File: config.mk
export PLATFORM = sky130hd
export DESIGN_NAME = crc8_frame_packer
export DESIGN_NICKNAME = d
export VERILOG_FILES = /design/src/rtl/crc8fp_pkg.sv /design/src/rtl/crc8fp_front.sv /design/src/rtl/crc8fp_queue.sv /design/src/rtl/crc8fp_back.sv /design/src/rtl/crc8_frame_packer.sv
export VERILOG_INCLUDE_DIRS = /design/src /design/src/rtl
export SDC_FILE = /design/constraint.sdc
export NUM_CORES = 1
export LEC_CHECK = 0
export ABC_AREA = 0
export BUFFER_PORTS_ARGS = -buffer_cell sky130_fd_sc_hd__buf_2
export CAP_MARGIN = 20
export CORE_MARGIN = 8
export CORE_UTILIZATION = 59
export DETAILED_ROUTE_END_ITERATION = 8
export MAX_ROUTING_LAYER = met4
export PLACE_DENSITY_LB_ADDON = 0.08
export REMOVE_ABC_BUFFERS = 1
export SYNTH_ARGS = -nofsm -noshare
export SYNTH_HDL_FRONTEND = slang
export SYNTH_SLANG_ARGS = --single-unit
File: constraint.sdc
create_clock -name clk -period 6.39 [get_ports clk]
set_input_delay 1.278 -clock clk [delete_from_list [all_inputs] [get_ports clk]]
set_output_delay 1.278 -clock clk [all_outputs]
set_load 0.05 [all_outputs]
File: src/rtl/crc8_frame_packer_defines.svh
// Shared assertion macros for the frame packer.
`ifndef CRC8_FRAME_PACKER_DEFINES_SVH
`define CRC8_FRAME_PACKER_DEFINES_SVH

// Same-cycle implication, held off while reset is asserted.
`define CRC8FP_ASSERT_IMP(label, clk_sig, rst_sig, ante, cons) \
label: assert property (@(posedge clk_sig) disable iff (!rst_sig) (ante) |-> (cons)) \
    else $error("crc8_frame_packer: same-cycle check failed");

// Next-cycle implication, held off while reset is asserted.
`define CRC8FP_ASSERT_NXT(label, clk_sig, rst_sig, ante, cons) \
label: assert property (@(posedge clk_sig) disable iff (!rst_sig) (ante) |=> (cons)) \
    else $error("crc8_frame_packer: next-cycle check failed");

`endif

File: src/rtl/crc8fp_pkg.sv
package crc8fp_pkg;

    // Framing constants
    localparam logic [7:0] FRAME_HEAD  = 8'h7E;
    localparam logic [7:0] FRAME_TAIL  = 8'h7D;
    localparam logic [7:0] CRC_POLY    = 8'h07;
    localparam logic [7:0] FRAME_EXTRA = 8'd13;

    // Command kinds passed from front to back
    localparam logic [1:0] KIND_HDR = 2'd0;
    localparam logic [1:0] KIND_PAY = 2'd1;
    localparam logic [1:0] KIND_ERR = 2'd2;

    // Serializer step numbers
    localparam int STEP_W = 4;
    localparam logic [STEP_W-1:0] STEP_FIRST    = 4'd0;
    localparam logic [STEP_W-1:0] STEP_HDR_LAST = 4'd10;
    localparam logic [STEP_W-1:0] STEP_HDR_CRC  = 4'd11;
    localparam logic [STEP_W-1:0] STEP_HDR_TAIL = 4'd12;
    localparam logic [STEP_W-1:0] STEP_PAY_CRC  = 4'd1;
    localparam logic [STEP_W-1:0] STEP_PAY_TAIL = 4'd2;

    // Command queue depth
    localparam int QUEUE_DEPTH = 2;

    typedef struct packed {
        logic [1:0] kind;
        logic       close;       // payload byte ends the frame
        logic       empty_frame; // header with no payload
        logic [7:0] local_address;
        logic [7:0] data_kind;
        logic [7:0] length_byte;
        logic [7:0] device_kind;
        logic [7:0] brand;
        logic [7:0] target_address;
        logic [7:0] target_channel;
        logic [7:0] spare_one;
        logic [7:0] spare_two;
        logic [7:0] spare_three;
        logic [7:0] payload_byte;
    } cmd_t;

    // CRC-8, polynomial 0x07, MSB first
    function automatic logic [7:0] crc8_byte(input logic [7:0] crc, input logic [7:0] data);
        logic [7:0] c;
        c = crc ^ data;
        for (int i = 0; i < 8; i++)
        begin
            c = c[7] ? ((c << 1) ^ CRC_POLY) : (c << 1);
        end
        return c;
    endfunction

endpackage

File: src/rtl/crc8fp_front.sv
module crc8fp_front #(
    parameter int BUFFER_BYTES = 64
) (
    input  logic               clk,
    input  logic               rst_n,
    input  logic               cfg_write_en,
    input  logic [7:0]         cfg_write_data,
    input  logic               accept,
    input  logic               req_type,
    input  logic [7:0]         data_kind,
    input  logic [7:0]         device_kind,
    input  logic [7:0]         brand,
    input  logic [7:0]         target_address,
    input  logic [7:0]         target_channel,
    input  logic [7:0]         spare_one,
    input  logic [7:0]         spare_two,
    input  logic [7:0]         spare_three,
    input  logic [5:0]         payload_length,
    input  logic [7:0]         payload_byte,
    output crc8fp_pkg::cmd_t   cmd
);
    import crc8fp_pkg::*;

    localparam int LEN_LIMIT = BUFFER_BYTES - 2;

    logic [7:0] local_address_reg;
    logic       frame_open_reg, frame_open_next;
    logic [5:0] remaining_reg, remaining_next;
    logic       too_long;

    assign too_long = ({2'b00, payload_length} >= 8'(LEN_LIMIT));

    // Classify the incoming transaction and track frame state
    always_comb
    begin
        frame_open_next    = frame_open_reg;
        remaining_next     = remaining_reg;
        cmd.kind           = KIND_ERR;
        cmd.close          = 1'b0;
        cmd.empty_frame    = (payload_length == 6'd0);
        cmd.local_address  = local_address_reg;
        cmd.data_kind      = data_kind;
        cmd.length_byte    = FRAME_EXTRA + {2'b00, payload_length};
        cmd.device_kind    = device_kind;
        cmd.brand          = brand;
        cmd.target_address = target_address;
        cmd.target_channel = target_channel;
        cmd.spare_one      = spare_one;
        cmd.spare_two      = spare_two;
        cmd.spare_three    = spare_three;
        cmd.payload_byte   = payload_byte;
        if (!req_type)
        begin
            if (too_long)
            begin
                frame_open_next = 1'b0;
                remaining_next  = 6'd0;
            end
            else
            begin
                cmd.kind        = KIND_HDR;
                frame_open_next = (payload_length != 6'd0);
                remaining_next  = payload_length;
            end
        end
        else if (frame_open_reg && remaining_reg != 6'd0)
        begin
            cmd.kind        = KIND_PAY;
            cmd.close       = (remaining_reg == 6'd1);
            remaining_next  = remaining_reg - 6'd1;
            frame_open_next = (remaining_reg != 6'd1);
        end
    end

    // Hold frame state and the address register
    always_ff @(posedge clk or negedge rst_n)
    begin
        if (!rst_n)
        begin
            frame_open_reg    <= 1'b0;
            remaining_reg     <= 6'd0;
            local_address_reg <= 8'd0;
        end
        else
        begin
            if (accept)
            begin
                frame_open_reg <= frame_open_next;
                remaining_reg  <= remaining_next;
            end
            if (cfg_write_en)
            begin
                local_address_reg <= cfg_write_data;
            end
        end
    end

endmodule

File: src/rtl/crc8fp_queue.sv
module crc8fp_queue (
    input  logic             clk,
    input  logic             rst_n,
    input  logic             push,
    input  crc8fp_pkg::cmd_t cmd_in,
    output logic             full,
    input  logic             pop,
    output crc8fp_pkg::cmd_t head,
    output logic             head_valid
);
    import crc8fp_pkg::*;

    localparam int PTR_W = (QUEUE_DEPTH > 1) ? $clog2(QUEUE_DEPTH) : 1;
    localparam int CNT_W = $clog2(QUEUE_DEPTH + 1);

    cmd_t             entry_reg [QUEUE_DEPTH];
    logic [PTR_W-1:0] wr_ptr_reg, rd_ptr_reg;
    logic [CNT_W-1:0] count_reg;

    assign full       = (count_reg == CNT_W'(QUEUE_DEPTH));
    assign head_valid = (count_reg != '0);
    assign head       = entry_reg[rd_ptr_reg];

    // Store commands
    always_ff @(posedge clk)
    begin
        if (push)
        begin
            entry_reg[wr_ptr_reg] <= cmd_in;
        end
    end

    // Advance pointers and fill count
    always_ff @(posedge clk or negedge rst_n)
    begin
        if (!rst_n)
        begin
            wr_ptr_reg <= '0;
            rd_ptr_reg <= '0;
            count_reg  <= '0;
        end
        else
        begin
            if (push)
            begin
                wr_ptr_reg <= (wr_ptr_reg == PTR_W'(QUEUE_DEPTH - 1)) ? '0 : wr_ptr_reg + 1'b1;
            end
            if (pop)
            begin
                rd_ptr_reg <= (rd_ptr_reg == PTR_W'(QUEUE_DEPTH - 1)) ? '0 : rd_ptr_reg + 1'b1;
            end
            if (push && !pop)
            begin
                count_reg <= count_reg + 1'b1;
            end
            else if (pop && !push)
            begin
                count_reg <= count_reg - 1'b1;
            end
        end
    end

endmodule

File: src/rtl/crc8fp_back.sv
`include "crc8_frame_packer_defines.svh"

module crc8fp_back (
    input  logic             clk,
    input  logic             rst_n,
    input  crc8fp_pkg::cmd_t head,
    input  logic             head_valid,
    output logic             pop,
    output logic             out_valid,
    input  logic             out_stall,
    output logic [7:0]       out_byte,
    output logic             end_of_frame,
    output logic             last_in_run,
    output logic             error
);
    import crc8fp_pkg::*;

    logic [STEP_W-1:0] step_reg;
    logic [7:0]        crc_reg;
    logic              out_valid_reg;
    logic [7:0]        out_byte_reg;
    logic              eof_reg, last_reg, err_reg;

    logic              advance, work, done, is_data;
    logic [7:0]        byte_sel, crc_in, crc_next;
    logic              eof_sel, last_sel, err_sel;

    assign advance = !out_valid_reg || !out_stall;
    assign work    = head_valid && advance;
    assign pop     = work && done;

    // Pick the byte for the current step of the head command
    always_comb
    begin
        byte_sel = 8'h00;
        eof_sel  = 1'b0;
        last_sel = 1'b0;
        err_sel  = 1'b0;
        done     = 1'b0;
        is_data  = 1'b0;
        case (head.kind)
            KIND_HDR:
            begin
                is_data = (step_reg <= STEP_HDR_LAST);
                case (step_reg)
                    4'd0:    byte_sel = FRAME_HEAD;
                    4'd1:    byte_sel = head.local_address;
                    4'd2:    byte_sel = head.data_kind;
                    4'd3:    byte_sel = head.length_byte;
                    4'd4:    byte_sel = head.device_kind;
                    4'd5:    byte_sel = head.brand;
                    4'd6:    byte_sel = head.target_address;
                    4'd7:    byte_sel = head.target_channel;
                    4'd8:    byte_sel = head.spare_one;
                    4'd9:    byte_sel = head.spare_two;
                    4'd10:   byte_sel = head.spare_three;
                    4'd11:   byte_sel = crc_reg;
                    default: byte_sel = FRAME_TAIL;
                endcase
                if (step_reg == STEP_HDR_LAST && !head.empty_frame)
                begin
                    last_sel = 1'b1;
                    done     = 1'b1;
                end
                if (step_reg == STEP_HDR_TAIL)
                begin
                    eof_sel  = 1'b1;
                    last_sel = 1'b1;
                    done     = 1'b1;
                end
            end
            KIND_PAY:
            begin
                case (step_reg)
                    STEP_FIRST:
                    begin
                        is_data  = 1'b1;
                        byte_sel = head.payload_byte;
                        last_sel = !head.close;
                        done     = !head.close;
                    end
                    STEP_PAY_CRC:
                    begin
                        byte_sel = crc_reg;
                    end
                    default:
                    begin
                        byte_sel = FRAME_TAIL;
                        eof_sel  = 1'b1;
                        last_sel = 1'b1;
                        done     = 1'b1;
                    end
                endcase
            end
            default:
            begin
                eof_sel  = 1'b1;
                last_sel = 1'b1;
                err_sel  = 1'b1;
                done     = 1'b1;
            end
        endcase
    end

    // Restart the CRC on the opening flag of each frame
    assign crc_in   = (head.kind == KIND_HDR && step_reg == STEP_FIRST) ? 8'h00 : crc_reg;
    assign crc_next = crc8_byte(crc_in, byte_sel);

    // Advance the step counter, the CRC and the output valid
    always_ff @(posedge clk or negedge rst_n)
    begin
        if (!rst_n)
        begin
            step_reg      <= STEP_FIRST;
            crc_reg       <= 8'h00;
            out_valid_reg <= 1'b0;
        end
        else
        begin
            if (advance)
            begin
                out_valid_reg <= head_valid;
            end
            if (work)
            begin
                step_reg <= done ? STEP_FIRST : step_reg + 1'b1;
                if (is_data)
                begin
                    crc_reg <= crc_next;
                end
            end
        end
    end

    // Load the output register
    always_ff @(posedge clk)
    begin
        if (work)
        begin
            out_byte_reg <= byte_sel;
            eof_reg      <= eof_sel;
            last_reg     <= last_sel;
            err_reg      <= err_sel;
        end
    end

    assign out_valid    = out_valid_reg;
    assign out_byte     = out_byte_reg;
    assign end_of_frame = eof_reg;
    assign last_in_run  = last_reg;
    assign error        = err_reg;

    `CRC8FP_ASSERT_IMP(a_step_range, clk, rst_n, 1'b1, step_reg <= STEP_HDR_TAIL)
    `CRC8FP_ASSERT_IMP(a_pop_nonempty, clk, rst_n, pop, head_valid)
    `CRC8FP_ASSERT_NXT(a_pop_restarts, clk, rst_n, pop, step_reg == STEP_FIRST)
    `CRC8FP_ASSERT_IMP(a_err_shape, clk, rst_n, out_valid_reg && err_reg, eof_reg && last_reg && out_byte_reg == 8'h00)

endmodule

File: src/rtl/crc8_frame_packer.sv
// Frame packer: a header transaction opens a frame and produces eleven output bytes (flag,
// address, data type, length, device type, brand, target address, target channel and three
// spare bytes); each payload transaction produces one byte, and the last one adds the CRC-8
// (poly 0x07, init 0, covering flag through payload) and the 0x7D tail, so it produces three.
// An empty-payload header produces thirteen bytes. Bad requests give a single error byte.
// Payload transactions are taken one per cycle while the command queue is not full; the
// output serializer emits one byte per cycle while out_stall is low. A two-entry command
// queue between the classifier and the serializer lets input keep flowing while the
// serializer or the downstream stall is busy.
module crc8_frame_packer #(
    parameter int BUFFER_BYTES = 64
) (
    input  logic       clk,
    input  logic       rst_n,
    input  logic       cfg_write_en,
    input  logic [7:0] cfg_write_data,
    input  logic       in_valid,
    output logic       in_stall,
    input  logic       req_type,
    input  logic [7:0] data_kind,
    input  logic [7:0] device_kind,
    input  logic [7:0] brand,
    input  logic [7:0] target_address,
    input  logic [7:0] target_channel,
    input  logic [7:0] spare_one,
    input  logic [7:0] spare_two,
    input  logic [7:0] spare_three,
    input  logic [5:0] payload_length,
    input  logic [7:0] payload_byte,
    output logic       out_valid,
    input  logic       out_stall,
    output logic [7:0] out_byte,
    output logic       end_of_frame,
    output logic       last_in_run,
    output logic       error
);
    import crc8fp_pkg::*;

    cmd_t cmd, head;
    logic accept, full, pop, head_valid;

    assign in_stall = full;
    assign accept   = in_valid && !full;

    // Classify transactions
    crc8fp_front #(
        .BUFFER_BYTES (BUFFER_BYTES)
    ) u_front (
        .clk            (clk),
        .rst_n          (rst_n),
        .cfg_write_en   (cfg_write_en),
        .cfg_write_data (cfg_write_data),
        .accept         (accept),
        .req_type       (req_type),
        .data_kind      (data_kind),
        .device_kind    (device_kind),
        .brand          (brand),
        .target_address (target_address),
        .target_channel (target_channel),
        .spare_one      (spare_one),
        .spare_two      (spare_two),
        .spare_three    (spare_three),
        .payload_length (payload_length),
        .payload_byte   (payload_byte),
        .cmd            (cmd)
    );

    // Buffer commands
    crc8fp_queue u_queue (
        .clk        (clk),
        .rst_n      (rst_n),
        .push       (accept),
        .cmd_in     (cmd),
        .full       (full),
        .pop        (pop),
        .head       (head),
        .head_valid (head_valid)
    );

    // Serialize frame bytes
    crc8fp_back u_back (
        .clk          (clk),
        .rst_n        (rst_n),
        .head         (head),
        .head_valid   (head_valid),
        .pop          (pop),
        .out_valid    (out_valid),
        .out_stall    (out_stall),
        .out_byte     (out_byte),
        .end_of_frame (end_of_frame),
        .last_in_run  (last_in_run),
        .error        (error)
    );

endmodule
## Yosys cells after proc, flatten, opt, wreduce, memory -nomap -nowiden

Memory sizes are Yosys's and may differ from the RTL's.
Index checks and enable logic that the tools add are counted.

| cells by class | value |
|---|---|
| add/subtract/negate cells | 7 |
| $mul | 0 |
| div/mod/pow operators | 0 |
| order comparisons | 2 |
| equality and inequality tests | 17 |
| shift-type cells | 0 |
| mux-type cells | 39 |
| bitwise logic cells | 9 |
| reductions and logical operators | 27 |

Operator list:

| kind | count |
|---|---|
| $pmux 8 s12 | 1 |
| $pmux 8 s2 | 2 |
| $mux 3 | 9 |
| $not 3->3 | 8 |
| $eq 4x4->1 const B | 5 |
| $mux 6 | 3 |
| $eq 4x3->1 const B | 4 |
| $mux 1 | 14 |
| $reduce_bool 6->1 | 2 |
| $eq 4x2->1 const B | 2 |
| $logic_and 1x1->1 | 8 |
| $mux 2 | 4 |
| $mux 8 | 1 |
| $pmux 1 s2 | 4 |
| $xor 8x8->8 | 1 |
| $add 4x6->7 const A | 1 |
| $logic_not 1->1 | 7 |
| $eq 6x1->1 const B | 1 |
| $ge 6x6->1 const B | 1 |
| $logic_not 6->1 | 1 |
| $ne 6x1->1 const B | 1 |
| $sub 6x1->6 const B | 1 |
| $add 4x1->4 const B | 1 |
| $eq 4x1->1 const B | 1 |
| other kinds (14) | 18 |

| storage, ports and cells | value |
|---|---|
| flip-flop bits (word level) | 43 |
| bits in latches | 0 |
| RAM bits | 182 |
| memory bits (read-only) | 0 |
| bits of input ports | 92 |
| output and inout port bits | 13 |
| logic and storage cells | 115 |
| memories kept | 1 |

Memory list:

| memory | depth | width | read ports | clocked after memory_dff | wr ports | line | source |
|---|---|---|---|---|---|---|---|
| u_queue.entry_reg | 2 | 91 | 1 | 0 | 1 | crc8fp_queue.sv:16 | `cmd_t entry_reg [QUEUE_DEPTH];` |

## Logic depth before layout (Yosys ltp)

An unclocked memory read counts as a cell.

| depth | value |
|---|---|
| depth after elaboration | 21 |
| mapped depth | 14 |
| depth with buffers taken out | 12 |

## Cells and area by module

A second synthesis with hierarchy kept.

| second synthesis, totals | value |
|---|---|
| cells, all modules | 755 |
| area total of the unflattened synthesis | 11151.9 µm² |

By module, submodules not included:

| module | times used | cells each | area each (µm²) | sequential area each (µm²) |
|---|---|---|---|---|
| crc8fp_queue | 1 | 302 | 7109.3 | 5625.4 |
| crc8fp_back | 1 | 277 | 2507.4 | 655.6 |
| crc8fp_front | 1 | 175 | 1521.5 | 375.4 |
| crc8_frame_packer | 1 | 1 | 13.8 | 0.0 |

## Least setup slack after synthesis

No wires, ideal clock.

| timing | value |
|---|---|
| kind | input port to flip-flop |
| start | input port in_valid |
| end | memory u_queue.entry_reg[0][0] (netlist name), enable pin |
| setup time | 542 ps |
| arrival | 5236 ps |
| required time | 5848 ps |
| setup slack | 612 ps |
| stages on the path | 2 |
| buffers on the path | 0 |
| path through | o21ai_0 -> nor2_1 |

| between the ends | value |
|---|---|
| word-level cells in the longest chain between the ends | 3 |

Ends and longest elaborated chain:

| item | line | source |
|---|---|---|
| start: declaration | crc8_frame_packer.sv:17 | `input logic in_valid,` |
| $logic_and 1x1->1 | crc8_frame_packer.sv:43 | `assign accept = in_valid && !full;` |
| $mux 1 | crc8fp_queue.sv:27 | `if (push)` |
| $mux 1 (implied by the code) | crc8fp_queue.sv:29 | `entry_reg[wr_ptr_reg] <= cmd_in;` |
| end: declaration | crc8fp_queue.sv:16 |  |

Every way passes these cells.

## Worst setup path after layout

| timing | value |
|---|---|
| start | register u_queue.rd_ptr_reg |
| end | register u_back.crc_reg[2] |

| between the ends | value |
|---|---|
| word-level cells in the longest chain between the ends | 10 |
| elaborated cells between the ends (all ways) | 20 |
| those cells by class | eq/ne (1); mux (10); bitwise (5); reduce/logical (3); memory (1) |

Ends and longest elaborated chain:

| item | line | source |
|---|---|---|
| start: declaration | crc8fp_queue.sv:17 | `logic [PTR_W-1:0] wr_ptr_reg, rd_ptr_reg;` |
| start signal: assignment | crc8fp_queue.sv:50 | `rd_ptr_reg <= (rd_ptr_reg == PTR_W'(QUEUE_DEPTH - 1)) ? '0 : rd_ptr_reg + 1'b1;` |
| $mem_v2 2x91 (*) | - |  |
| branches (longest 9 deep; another with $pmux 8 s12) | - |  |
| end signal: assignment | crc8fp_back.sv:129 | `crc_reg <= crc_next;` |
| end: declaration | crc8fp_back.sv:19 | `logic [7:0] crc_reg;` |

Every way passes the cells marked *.
A chain may end at the register's enable or synchronous reset.

==> impl_metrics.py <==
metrics = {
    "setup_path": {
        "timing.critical_path.from_type": "flop",
        "path_delay_family": "flip-flops",
        "slowest_delay_ns": 0.93,
        "ff2ff_setup_slack_ns": 2.17,
        "cp_max_fo": 50,
        "cp_slowest_cell": "dfrtp_4",
        "criticalPathCategory": "reg2reg",
        "path_buf_inv": 2,
        "path_cells": "buf_4 > buf_4 > mux2i_1 > o22ai_1 > nor4_1 > o211ai_1 > a32oi_1 > xnor2_2 > xnor3_2 > mux2i_1 > a21oi_1",
        "cp_data_required_time_ns": 6.83,
        "arrival_ns": 4.66,
        "end_kind": "flop",
    },
    "drt": {
        "wl_per_cell_microns": 21.75,
        "routed_wirelength_microns": 22100,
        "dr.pass1.iters": 5,
        "drtIter0Drc": 551,
        "vias": 6049,
        "remaining_drc_errors": 0,
        "drtAntennaViolNets": 0,
        "via_per_inst": 5.954,
    },
    "sta": {
        "setup_slack_ns": 2.166,
        "slew_viol_final": 0,
        "skew_ns": 0.02101,
        "setup_viol": 0,
        "period_share": 0.6611,
        "finalHoldViolCount": 0,
        "holdWs_ns": 0.4725,
        "slew_headroom": 0.2498,
        "max_freq_mhz": 236.7,
        "worst_slew_pin_slew_ns": 1.111,
        "post-route-min-period_ns": 4.224,
        "finalSetupTns_ns": 0,
        "rsz0062_at_grt": "no",
    },
    "cells_and_area": {
        "final_area_sq_mm": 0.01136,
        "fin_nets": 883,
        "syn_to_final_growth_pct": 14.03,
        "largest_register_ffs": 182,
        "drive_gt1_frac": 0.2173,
        "insertedDiodeCount": 0,
    },
    "synth": {
        "synth-adder-area-share": 0.01507,
        "synth_top_family_by_area": "multiplexers",
        "yosysSeqAreaShare": 0.6620,
        "synth_area_per_cell_sq_um": 14.72,
        "async_flop_share": 0.1422,
        "synth_top_area_share": 0.5816,
        "synth_area_leaders": "edfxtp_1 58%, mux2i_1 9.0%, dfrtp_1 8.0%",
        "synth.most_common_cell": "edfxtp_1",
        "synthSimpleGateAreaFrac": 0.06077,
        "synthCells": 677,
        "ys_seq_elements": 225,
        "synth_area_sq_mm": 0.009965,
        "ys_top_cells_by_count": "193 x edfxtp_1, 90 x mux2i_1, 35 x nand2_1, 34 x o22ai_1, 32 x dfrtp_1",
        "synthMuxAreaShare": 0.1062,
        "yosysTopAreaCell": "edfxtp_1",
        "synth_edf_count": 193,
        "postSynth.topFlopCell": "edfxtp_1",
        "synthXorXnorAreaFrac": 0.03202,
        "synth-compound-area-share": 0.09342,
        "yosysWarnings": 0,
        "synth_cell_type_count": 72,
    },
    "cts": {
        "cts.clk_slew.worst_paths_ns": 0.07,
        "root_buffer": "clkbuf_16",
        "cts_buffers": 23,
        "htree_num_levels": 1,
        "hold_buffers": 0,
        "clock_path_buffers": 3,
        "cts_sinks": 225,
        "post-cts-setup-buffers": 0,
        "clock_latency_ns": 0.51,
        "cts_tree": "done",
        "cts_resized": 0,
    },
    "pwr": {
        "seq_power_share": 0.399,
        "clkPwrFrac": 0.231,
        "p_leak_nw": 4.395,
        "pwr-share-comb": 0.369,
        "p_per_area_mw_per_mm2": 508.0,
        "peakVddDrop_v": 0.0003153,
        "power_switching_mw": 2.040,
        "swShare": 0.3534,
        "p_int_mw": 3.732,
    },
    "placement": {
        "dp.final_hpwl_microns": 15430,
        "routabilityCongestion": 0.9104,
        "post_dp_cell_area_sq_mm": 0.01060,
        "io_buffer_count": 104,
        "dp_slack_ns": 2.211,
    },
    "grt": {
        "grt_first_pass_wirelength_microns": 34440,
        "grt_overflow_total": 0,
        "antenna_found_initial": 0,
        "grt_pass1_vias": 6261,
        "grt_max_degree": 64,
        "grt_util_all_layers": 0.2112,
    },
    "floorplan": {
        "initial_utilization": 0.6030,
        "rows": 47,
        "die_w_microns": 146.0,
        "die-height_microns": 146.0,
        "die-area_sq_mm": 0.02130,
        "core_area_sq_mm": 0.01652,
        "ioPinCount": 105,
    },
    "job": {
        "cap_violations": 0,
    },
    "hold_path": {
        "hold_path_class": "reg2reg",
    },
    "status": {
        "status": "finished clean",
    },
}
==> cells in the final DEF, fill, tap and decap left out, types with 7 or more instances in the layout <==
master and n:
nand2_1 35, clkbuf_16 23, inv_1 21, ha_1 12, dfrtp_1 31, o21ai_0 28
xnor2_1 17, nor2_1 27, xor2_1 7, mux2i_1 90, a21oi_1 19, edfxtp_1 193
nand3b_1 8, buf_4 7, buf_2 104, mux2_2 14, o22ai_1 34, nor3_1 9
==> area by class of cell <==
| type | count | area, sq um |
|---|---|---|
| clock buffer | 28 | 614.3 |
| clock inverter | 14 | 146.4 |
| fill | 1162 | 5162 |
| inverter | 21 | 78.83 |
| multi-input combinational | 397 | 3074 |
| sequential | 225 | 6600 |
| tap | 220 | 275.3 |
| timing repair buffer | 111 | 573.1 |
==> layer usage <==
layer | vias to the layer above | routed length (microns) | track usage
met3 | 50 | 1242 | 0.03762
met1 | 2960 | 9418 | 0.2641
met4 | 0 | 548 | 0.06819
met2 | 224 | 10890 | 0.3444
met5 | - | 0 | -
li1 | 2815 | - | -
==> worst register-to-register path, stage by stage, from the launching register on <==
cell      delay [ns]
dfrtp_4         0.93
buf_4           0.50
buf_4           0.34
mux2i_1         0.22
o22ai_1         0.10
nor4_1          0.56
o211ai_1        0.18
a32oi_1         0.41
xnor2_2         0.21
xnor3_2         0.41
mux2i_1         0.13
a21oi_1         0.19
==> final timing paths <==
path	cells after the start	end	startpoint
worst max-delay path	11	u_back.crc_reg[2]	u_queue.rd_ptr_reg
worst min-delay path	0	u_queue.entry_reg[0][85]	u_front.local_address_reg[6]
worst max register to register	11	u_back.crc_reg[2]	u_queue.rd_ptr_reg
worst min register to register	0	u_queue.entry_reg[0][85]	u_front.local_address_reg[6]
max in group asynchronous	1	u_queue.rd_ptr_reg	rst_n
min in group asynchronous	1	u_front.local_address_reg[1]	rst_n
==> per-stage QoR <==
stage                       util  instances  power (mW)
final                     0.6876       1016       5.772
after global routing      0.6876       1016       6.068
after CTS                 0.6876       1016       5.786
after detailed placement  0.6416        974       4.447
after global placement    0.6411        973       4.403
after floorplan                -        643       3.991
==> power by group through the flow <==
stage	Sequential (mW)	Combinational [mW]	Clock [mW]
after floorplan	2.48	1.51	0
after global placement	2.31	2.09	0
after detailed placement	2.33	2.12	0
after CTS	2.30	2.13	1.36
after global routing	2.34	2.31	1.41
final	2.30	2.13	1.34
==> cells by family (layout without fill, tap and decap cells) <==
logic type | Yosys count | after routing
AOI/OAI and AO/OA | 133 | 133
DFF | 225 | 225
xor gates and xnor gates | 29 | 29
buffers and inverters | 55 | 174
and+or+nand+nor | 119 | 119
adders and majority gates | 12 | 12
muxes | 104 | 104
No activity file was read; power rests on OpenSTA's default activity.
